`config.mk`:
```
export PLATFORM = sky130hd
export DESIGN_NAME = plate_ball_position_controller_unit
export DESIGN_NICKNAME = d
export VERILOG_FILES = /design/src/rtl/core/pbpc_pkg.sv /design/src/rtl/core/pbpc_hist_mem.sv /design/src/rtl/core/pbpc_axis.sv /design/src/rtl/core/plate_ball_position_controller_unit.sv
export SDC_FILE = /design/constraint.sdc
export NUM_CORES = 2
export LEC_CHECK = 0
export ABC_AREA = 1
export BUFFER_PORTS_ARGS = -buffer_cell sky130_fd_sc_hd__buf_2
export CAP_MARGIN = 40
export CORE_MARGIN = 10
export CORE_UTILIZATION = 60
export DETAILED_ROUTE_END_ITERATION = 8
export GPL_TIMING_DRIVEN = 0
export HOLD_SLACK_MARGIN = 0.03
export PLACE_DENSITY = 0.75
export SETUP_SLACK_MARGIN = 0.3
export SLEW_MARGIN = 20
export SYNTH_ARGS = -nofsm -noshare
export SYNTH_HDL_FRONTEND = slang
export SYNTH_HIERARCHICAL = 1
export SYNTH_SLANG_ARGS = --single-unit
```
`constraint.sdc`:
```
create_clock -name i_clk -period 9.3 [get_ports i_clk]
set_input_delay 0.93 -clock i_clk [delete_from_list [all_inputs] [get_ports i_clk]]
set_output_delay 0.93 -clock i_clk [all_outputs]
set_load 0.005 [all_outputs]
```
`src/rtl/core/pbpc_pkg.sv`:
```
package pbpc_pkg;
    localparam int HistDepth  = 10;
    localparam int HistAw     = 4;
    localparam int PosW       = 11;
    localparam int SumW       = 16;
    localparam int FifW       = 16;
    localparam int VelBack    = 5;
    localparam int RejectSum  = 675;  // sum/9 >= 75
    localparam int StillSum   = 10;
    localparam int StillCnt   = 30;
    localparam int VelLim     = 25;
    localparam int ServoMax   = 4095;
    localparam logic [15:0] RecipFive = 16'd52429;  // 2^18 / 5, rounded up
    localparam logic [9:0]  TargetRst = 10'd290;
    localparam logic [11:0] TrimXRst  = 12'd1584;
    localparam logic [11:0] TrimYRst  = 12'd1458;

    localparam logic [1:0] StRun = 2'd0;
    localparam logic [1:0] StBal = 2'd1;
    localparam logic [1:0] StRej = 2'd2;

    localparam logic [1:0] RegTgtX  = 2'd0;
    localparam logic [1:0] RegTgtY  = 2'd1;
    localparam logic [1:0] RegTrimX = 2'd2;
    localparam logic [1:0] RegTrimY = 2'd3;

    typedef struct packed {
        logic              we;
        logic [HistAw-1:0] waddr;
        logic [HistAw-1:0] raddr;
    } t_mem_ctl;

    // fifths / 5 truncated toward zero, saturated to 0..4095
    // negative input always gives 0; otherwise f * 52429 >> 18 is exact f / 5
    function automatic logic [11:0] to_servo(input logic signed [FifW-1:0] f);
        logic [FifW+17:0] prod;
        logic [FifW-1:0]  q;
        begin
            prod = (FifW+18)'(f[FifW-2:0]) * (FifW+18)'(RecipFive);
            q    = prod[FifW+17:18];
            if (f[FifW-1]) to_servo = 12'd0;
            else if (q > 16'(ServoMax)) to_servo = 12'(ServoMax);
            else to_servo = q[11:0];
        end
    endfunction
endpackage

```
`src/rtl/core/pbpc_hist_mem.sv`:
```
module pbpc_hist_mem (
    input  logic                           i_clk,
    input  pbpc_pkg::t_mem_ctl             i_ctl,
    input  logic signed [2*pbpc_pkg::PosW-1:0] i_wdata,
    output logic signed [2*pbpc_pkg::PosW-1:0] o_rdata
);
    import pbpc_pkg::*;
    logic [2*PosW-1:0] r_mem [HistDepth];

    // one write and one registered read per cycle
    always_ff @(posedge i_clk) begin
        if (i_ctl.we) r_mem[i_ctl.waddr] <= i_wdata;
        o_rdata <= r_mem[i_ctl.raddr];
    end
endmodule

```
`src/rtl/core/pbpc_axis.sv`:
```
module pbpc_axis (
    input  logic [11:0]                      i_trim,
    input  logic [9:0]                       i_target,
    input  logic signed [pbpc_pkg::PosW-1:0] i_pos,
    input  logic signed [5:0]                i_vel,
    input  logic signed [pbpc_pkg::FifW-1:0] i_last,
    input  logic                             i_slew,
    output logic signed [pbpc_pkg::FifW-1:0] o_cmd
);
    import pbpc_pkg::*;
    logic signed [19:0] off, s, d, last_w;
    logic signed [1:0]  so, sv, sd;

    // 5*trim + 4*off - 32*vel, brake tilt, slew limit (all in fifths)
    always_comb begin
        off    = 20'(signed'({1'b0, i_target})) - 20'(i_pos);
        so     = (off > 0) ? 2'sd1 : ((off < 0) ? -2'sd1 : 2'sd0);
        sv     = (i_vel > 0) ? 2'sd1 : ((i_vel < 0) ? -2'sd1 : 2'sd0);
        s      = 20'(signed'({1'b0, i_trim})) * 20'sd5 + (off <<< 2) - (20'(i_vel) <<< 5);
        if (so == sv) s = s + 20'(sv) * 20'sd50;
        last_w = 20'(i_last);
        d      = last_w - s;
        sd     = (d > 0) ? 2'sd1 : -2'sd1;
        if (i_slew && (d > 100 || d < -100)) s = last_w - 20'(sd) * 20'sd100;
        o_cmd  = s[FifW-1:0];
    end
endmodule

```
`src/rtl/core/plate_ball_position_controller_unit.sv`:
```
// Flow: a sample that reaches the servo law passes the states SCAN (the ten raw
// entries through the registered read), EVAL, VEL, CMD and CONV before its result;
// rejected or balanced samples leave from EVAL, warm-up samples from IDLE or VEL.
// A new position transaction is accepted only in IDLE, after the last result has
// been taken; a trim command is applied in IDLE and leaves the unit ready.
// Reset: synchronous, active low; histories empty (fill counts zero), no clearing.
module plate_ball_position_controller_unit (
    input  logic                             i_clk,
    input  logic                             i_rst_n,
    input  logic                             i_valid,
    output logic                             o_ready,
    input  logic                             i_command,
    input  logic signed [pbpc_pkg::PosW-1:0] i_pos_x,
    input  logic signed [pbpc_pkg::PosW-1:0] i_pos_y,
    output logic                             o_valid,
    input  logic                             i_ready,
    output logic [1:0]                       o_status,
    output logic                             o_servo_valid,
    output logic [11:0]                      o_servo_x,
    output logic [11:0]                      o_servo_y,
    input  logic                             i_cfg_valid,
    output logic                             o_cfg_ready,
    input  logic [1:0]                       i_cfg_index,
    input  logic [11:0]                      i_cfg_data
);
    import pbpc_pkg::*;

    typedef enum logic [2:0] {S_IDLE, S_SCAN, S_EVAL, S_VEL, S_CMD, S_CONV, S_OUT} t_state;
    t_state r_state;

    logic [9:0]  r_tgt_x, r_tgt_y;
    logic [11:0] r_itrim_x, r_itrim_y, r_trim_x, r_trim_y;
    logic signed [PosW-1:0] r_x, r_y;
    logic [HistAw-1:0] r_raw_head, r_raw_fill, r_val_head, r_val_fill, r_vel_fill;
    logic [HistAw-1:0] r_cnt;
    logic [7:0]  r_still;
    logic signed [FifW-1:0] r_last_x, r_last_y;
    logic [SumW-1:0] r_sum;
    logic        r_scan_on;
    logic signed [5:0] r_vx, r_vy;
    logic [1:0]  r_status;
    logic        r_sv;
    logic [11:0] r_so_x, r_so_y;

    t_mem_ctl raw_ctl, val_ctl;
    logic signed [2*PosW-1:0] raw_rd, val_rd;
    logic signed [PosW-1:0] hx, hy;
    logic signed [PosW:0] dx, dy, adx, ady, dmax;
    logic signed [PosW:0] vx_f, vy_f;
    logic signed [FifW-1:0] cmd_x, cmd_y;
    logic [7:0] still_n;
    logic [11:0] lvl_x, lvl_y;

    assign o_ready     = (r_state == S_IDLE);
    assign o_cfg_ready = 1'b1;
    assign o_valid     = (r_state == S_OUT);
    assign o_status      = r_status;
    assign o_servo_valid = r_sv;
    assign o_servo_x     = r_so_x;
    assign o_servo_y     = r_so_y;

    // memory controls
    always_comb begin
        raw_ctl.we    = o_ready && i_valid && !i_command;
        raw_ctl.waddr = r_raw_head;
        raw_ctl.raddr = r_cnt;
        val_ctl.we    = 1'b0;
        val_ctl.waddr = r_val_head;
        val_ctl.raddr = (r_val_head >= HistAw'(VelBack)) ?
                        r_val_head - HistAw'(VelBack) :
                        r_val_head + HistAw'(HistDepth - VelBack);
        if (r_state == S_EVAL) val_ctl.we = 1'b1;
    end

    pbpc_hist_mem u_raw (.i_clk, .i_ctl(raw_ctl), .i_wdata({i_pos_x, i_pos_y}),
                         .o_rdata(raw_rd));
    pbpc_hist_mem u_val (.i_clk, .i_ctl(val_ctl), .i_wdata({r_x, r_y}),
                         .o_rdata(val_rd));

    // Chebyshev distance of current read entry
    always_comb begin
        hx   = raw_rd[2*PosW-1:PosW];
        hy   = raw_rd[PosW-1:0];
        dx   = 12'(r_x) - 12'(hx);
        dy   = 12'(r_y) - 12'(hy);
        adx  = dx[PosW] ? -dx : dx;
        ady  = dy[PosW] ? -dy : dy;
        dmax = (adx > ady) ? adx : ady;
        vx_f = 12'(r_x) - 12'(signed'(val_rd[2*PosW-1:PosW]));
        vy_f = 12'(r_y) - 12'(signed'(val_rd[PosW-1:0]));
        still_n = r_still + 8'd1;
    end

    // servo levels of the last commands
    always_comb begin
        lvl_x = to_servo(r_last_x);
        lvl_y = to_servo(r_last_y);
    end

    pbpc_axis u_ax (.i_trim(r_trim_x), .i_target(r_tgt_x), .i_pos(r_x), .i_vel(r_vx),
                    .i_last(r_last_x), .i_slew(r_last_x > 0), .o_cmd(cmd_x));
    pbpc_axis u_ay (.i_trim(r_trim_y), .i_target(r_tgt_y), .i_pos(r_y), .i_vel(r_vy),
                    .i_last(r_last_y), .i_slew(r_last_x > 0), .o_cmd(cmd_y));

    // control and datapath
    always_ff @(posedge i_clk) begin
        if (!i_rst_n) begin
            r_state <= S_IDLE;
            r_tgt_x <= TargetRst; r_tgt_y <= TargetRst;
            r_itrim_x <= TrimXRst; r_itrim_y <= TrimYRst;
            r_trim_x <= TrimXRst; r_trim_y <= TrimYRst;
            r_raw_head <= '0; r_raw_fill <= '0;
            r_val_head <= '0; r_val_fill <= '0; r_vel_fill <= '0;
            r_still <= '0; r_last_x <= '0; r_last_y <= '0;
            r_cnt <= '0; r_scan_on <= 1'b0;
        end else begin
            if (i_cfg_valid) begin
                unique case (i_cfg_index)
                    RegTgtX:  r_tgt_x   <= i_cfg_data[9:0];
                    RegTgtY:  r_tgt_y   <= i_cfg_data[9:0];
                    RegTrimX: r_itrim_x <= i_cfg_data;
                    RegTrimY: r_itrim_y <= i_cfg_data;
                    default: ;
                endcase
            end
            unique case (r_state)
                S_IDLE: begin
                    if (i_valid) begin
                        if (i_command) begin
                            r_trim_x <= r_itrim_x; r_trim_y <= r_itrim_y;
                        end else begin
                            r_x <= i_pos_x; r_y <= i_pos_y;
                            r_raw_head <= (r_raw_head == HistAw'(HistDepth - 1)) ?
                                          '0 : r_raw_head + 1'b1;
                            r_status <= StRun; r_sv <= 1'b0;
                            r_so_x <= '0; r_so_y <= '0;
                            if (r_raw_fill < HistAw'(HistDepth - 1)) begin
                                r_raw_fill <= r_raw_fill + 1'b1;
                                r_state <= S_OUT;
                            end else begin
                                r_raw_fill <= HistAw'(HistDepth);
                                r_cnt <= '0; r_sum <= '0; r_scan_on <= 1'b0;
                                r_state <= S_SCAN;
                            end
                        end
                    end
                end
                S_SCAN: begin
                    // one read per cycle; data for previous address arrives now
                    if (r_scan_on) r_sum <= r_sum + SumW'(dmax);
                    r_scan_on <= 1'b1;
                    if (r_cnt == HistAw'(HistDepth)) r_state <= S_EVAL;
                    else r_cnt <= r_cnt + 1'b1;
                end
                S_EVAL: begin
                    r_state <= S_VEL;
                    if (r_sum >= SumW'(RejectSum)) begin
                        r_status <= StRej; r_state <= S_OUT;
                    end else if (r_sum <= SumW'(StillSum)) begin
                        r_still <= still_n;
                        if (still_n == 8'(StillCnt)) begin
                            r_trim_x <= lvl_x;
                            r_trim_y <= lvl_y;
                            r_status <= StBal; r_state <= S_OUT;
                        end
                    end else begin
                        r_still <= '0;
                    end
                end
                S_VEL: begin
                    // valid history written in EVAL; back entry read now
                    r_val_head <= (r_val_head == HistAw'(HistDepth - 1)) ?
                                  '0 : r_val_head + 1'b1;
                    r_vx <= (vx_f > VelLim) ? 6'sd25 : (vx_f < -VelLim) ? -6'sd25 : 6'(vx_f);
                    r_vy <= (vy_f > VelLim) ? 6'sd25 : (vy_f < -VelLim) ? -6'sd25 : 6'(vy_f);
                    if (r_val_fill < HistAw'(HistDepth - 1)) begin
                        r_val_fill <= r_val_fill + 1'b1; r_state <= S_OUT;
                    end else begin
                        r_val_fill <= HistAw'(HistDepth);
                        if (r_vel_fill < HistAw'(HistDepth - 1)) begin
                            r_vel_fill <= r_vel_fill + 1'b1; r_state <= S_OUT;
                        end else begin
                            r_vel_fill <= HistAw'(HistDepth);
                            r_state <= S_CMD;
                        end
                    end
                end
                S_CMD: begin
                    r_last_x <= cmd_x; r_last_y <= cmd_y;
                    r_sv <= 1'b1;
                    r_state <= S_CONV;
                end
                S_CONV: begin
                    // servo levels from the new commands
                    r_so_x <= lvl_x; r_so_y <= lvl_y;
                    r_state <= S_OUT;
                end
                S_OUT: begin
                    if (i_ready) r_state <= S_IDLE;
                end
                default: r_state <= S_IDLE;
            endcase
        end
    end
endmodule
```
==> run_results.csv <==
group,metric,value,unit
timing,rsz0062_at_grt,"no",
clocking,cts.path.max_buffers,3,
floorplan,dieArea,97500,um^2
clocking,h-tree-depth,3,
setup_path,regToRegSetupSlack,0.60,ns
final_layout,final_common_cell,"nand2_1",
timing,drv_slew,0,
logic_synthesis,synth_edf_count,517,
logic_synthesis,seq_area_frac_synth,0.373,
clocking,clk_pin_slew,0.06,ns
final_layout,final_cell_mix,"1572 x nand2_1, 1123 x inv_1, 517 x edfxtp_1, 488 x nand3_1, 476 x ha_1",
detailed_routing,via_per_inst,5.54,
logic_synthesis,async_flop_share,0,
setup_path,cp_common_cell,"nand2_1",
logic_synthesis,synth_cell_types,65,
setup_path,crit_fanout,6,
grt,grt_max_degree,24,
timing,fin_crit_sh,0.935,
setup_path,crit_arrival,9.18,ns
flow_run,maxCapViolCount,0,
final_layout,utilization,0.679,
logic_synthesis,synth_warnings,6,
timing,hold_violations,0,
grt,antenna_found_initial,6,
placed_design,dp_hpwl,105000,um
timing,setup_violations,0,
clocking,clock_latency,0.65,ns
floorplan,num_io_pins,72,
timing,finalWorstSetupSlack,0.603,ns
floorplan,rows,107,
setup_path,cp_slowest_cell,"fa_1",
floorplan,die_y,312,um
floorplan,start_util,0.603,
setup_path,required,9.79,ns
grt,grt_pass1_vias,41054,
logic_synthesis,synth.avg_cell_area,8.00,um^2
final_layout,area_delta_synth_final,12.6,%
timing,worst_slew_pin_slew,0.855,ns
logic_synthesis,synth-main-ff-cell,"edfxtp_1",
placed_design,port_buffers,69,
clocking,clock-sinks,697,
floorplan,fp.dieW,312,um
logic_synthesis,synth_fp_nets,7111,
outcome,status,"completed",
timing,layout_min_cycle_time,8.70,ns
timing,maxSlewHeadroom,0.430,
setup_path,slowest_delay,0.52,ns
logic_synthesis,syn_area,51300,um^2
setup_path,cp-end-kind,"flip-flop",
clocking,cts_hold_buf,0,
placed_design,gp_congestion,0.929,
placed_design,pre_cts_slack,-0.436,ns
detailed_routing,ant_nets,0,
setup_path,critPathLaunchType,"flip-flop",
grt,grt_pass1_wl,217000,um
grt,grt_overflow,0,
final_layout,nets,7354,
final_layout,fillers,6926,
detailed_routing,drt_pre_antenna_iters,6,
min_path,hp-class,"flip-flop to flip-flop",
detailed_routing,drc,0,
clocking,cts_tree,"built",
clocking,clockRootBuffer,"clkbuf_16",
timing,fmax,115,MHz
clocking,numCtsBuffers,75,
detailed_routing,routed_wl,140000,um
setup_path,crit_type,"flip-flop to flip-flop",
final_layout,seq_area,19200,um^2
logic_synthesis,ys_ff_latch,697,
grt,grt.total_usage,0.276,
logic_synthesis,netlist_instances,6406,
final_layout,multi_input_area,28100,um^2
detailed_routing,vias,43499,
detailed_routing,drt_iter0_markers,4286,
final_layout,n_antenna_cell,0,
floorplan,coreArea,85000,um^2
timing,skew,0.0629,ns
final_layout,drive_above_1_share,0.0949,
detailed_routing,routedWlPerCell,17.9,um
Yosys cell counts (9+ instances only):
| library cell | n | area, um^2 |
|---|---|---|
| buf_1 | 11 | 41.3 |
| nand2_1 | 1602 | 6010 |
| o21ai_1 | 9 | 45.0 |
| dfxtp_1 | 180 | 3600 |
| a211oi_1 | 13 | 97.6 |
| buf_6 | 12 | 135 |
| a21boi_0 | 12 | 90.1 |
| nand3_1 | 496 | 2480 |
| edfxtp_1 | 517 | 15500 |
| nor3_1 | 63 | 315 |
| buf_2 | 37 | 185 |
| ha_1 | 514 | 6430 |
| buf_4 | 31 | 233 |
| o21bai_1 | 27 | 203 |
| a21o_1 | 34 | 255 |
| inv_2 | 14 | 52.6 |
| a31oi_1 | 14 | 87.6 |
| xor2_1 | 123 | 1080 |
| o211ai_1 | 10 | 75.1 |
| nand2_2 | 10 | 62.6 |
| a21oi_1 | 327 | 1640 |
| nand3b_1 | 28 | 210 |
| o21ai_0 | 244 | 1220 |
| nor2_1 | 504 | 1890 |
| fa_1 | 149 | 2980 |
| or2_2 | 11 | 68.8 |
| nand4_1 | 76 | 475 |
| inv_1 | 1129 | 4240 |
| xnor2_1 | 60 | 526 |
| a21oi_2 | 15 | 131 |
| clkbuf_1 | 51 | 191 |
stage by stage:
step	instance area, um^2	TNS, ns	std cells	hold slack, ns
detailed placement	53600	-2.63	7639	0.434
CTS	56500	0	7804	0.448
global placement	53000	-1.60	7619	0.427
global route	57800	0	7856	0.469
floorplan	51300	0	6406	0.412
finish	57800	0	7856	0.454
worst max-delay path, delay by kind of cell, from the launching register on:
family | cells | cell delay (ns)
and+or+nand+nor | 26 | 2.66
adders and majority gates | 8 | 2.43
AOI/OAI and AO/OA | 16 | 2.16
buffers and inverters | 4 | 0.52
xor gates and xnor gates | 2 | 0.39
DFF | 1 | 0.37
path summary, 6_finish.rpt:
path | from | to | depth (start not counted)
setup reg to reg | r_trim_x[3]$_SDFFE_PN0P_ | r_last_x[11]$_SDFFE_PN0P_ | 56
setup / recovery | r_trim_x[3]$_SDFFE_PN0P_ | r_last_x[11]$_SDFFE_PN0P_ | 56
hold reg to reg | r_val_fill[2]$_SDFFE_PN0N_ | r_val_fill[2]$_SDFFE_PN0N_ | 1
hold / removal | r_val_fill[2]$_SDFFE_PN0N_ | r_val_fill[2]$_SDFFE_PN0N_ | 1
area by class of cell:
type	instances	area share
clock buffers	99	0.0357
repair buffers	166	0.0237
clock inverters	41	0.00843
flip-flops and latches	697	0.332
plain buffers	143	0.0138
inverters	1150	0.0749
well taps	1144	0.0248
multi-input cells	4416	0.487
sequential cells by signal (all words and copies together), names as in the netlist, 6 cells and up:
name           count
r_trim_x          12
r_still            8
r_sum             16
r_trim_y          12
u_val/o_rdata     22
r_last_x          16
r_itrim_y         12
o_servo_y         12
o_servo_x         12
r_tgt_y           10
r_last_y          16
u_val/r_mem      220
r_vy               6
r_vx               6
u_raw/r_mem      220
r_itrim_x         12
r_y               11
r_x               11
r_tgt_x           10
u_raw/o_rdata     22
logic make-up after synthesis:
logic type	count (synthesis)	synth area share
AOI/OAI and AO/OA	741	0.0811
and+or+nand+nor	2827	0.231
adders and majority gates	663	0.184
xor gates and xnor gates	184	0.0316
buffers and inverters	1293	0.0997
other	1	0.0000731
DFF	697	0.373
layer usage:
layer  share of wire  wire length (um)  track usage  vias to the layer above
met4           0.031              4340       0.0944                        6
li1                -                 -            -                    21223
met2            0.46             64400        0.443                     1577
met3           0.081             11400       0.0463                      264
met5         0.00027                38            0                        -
met1            0.43             60300        0.376                    20429
what timing repair did:
action	4_1_cts	5_1_grt
pin swaps	9	97
setup endpoints to repair	19	21
gates resized for setup	31	192
buffers inserted	25	49
Power is not shown: default switching activity piles up to over one toggle a cycle in this logic, so the estimate is an artifact.
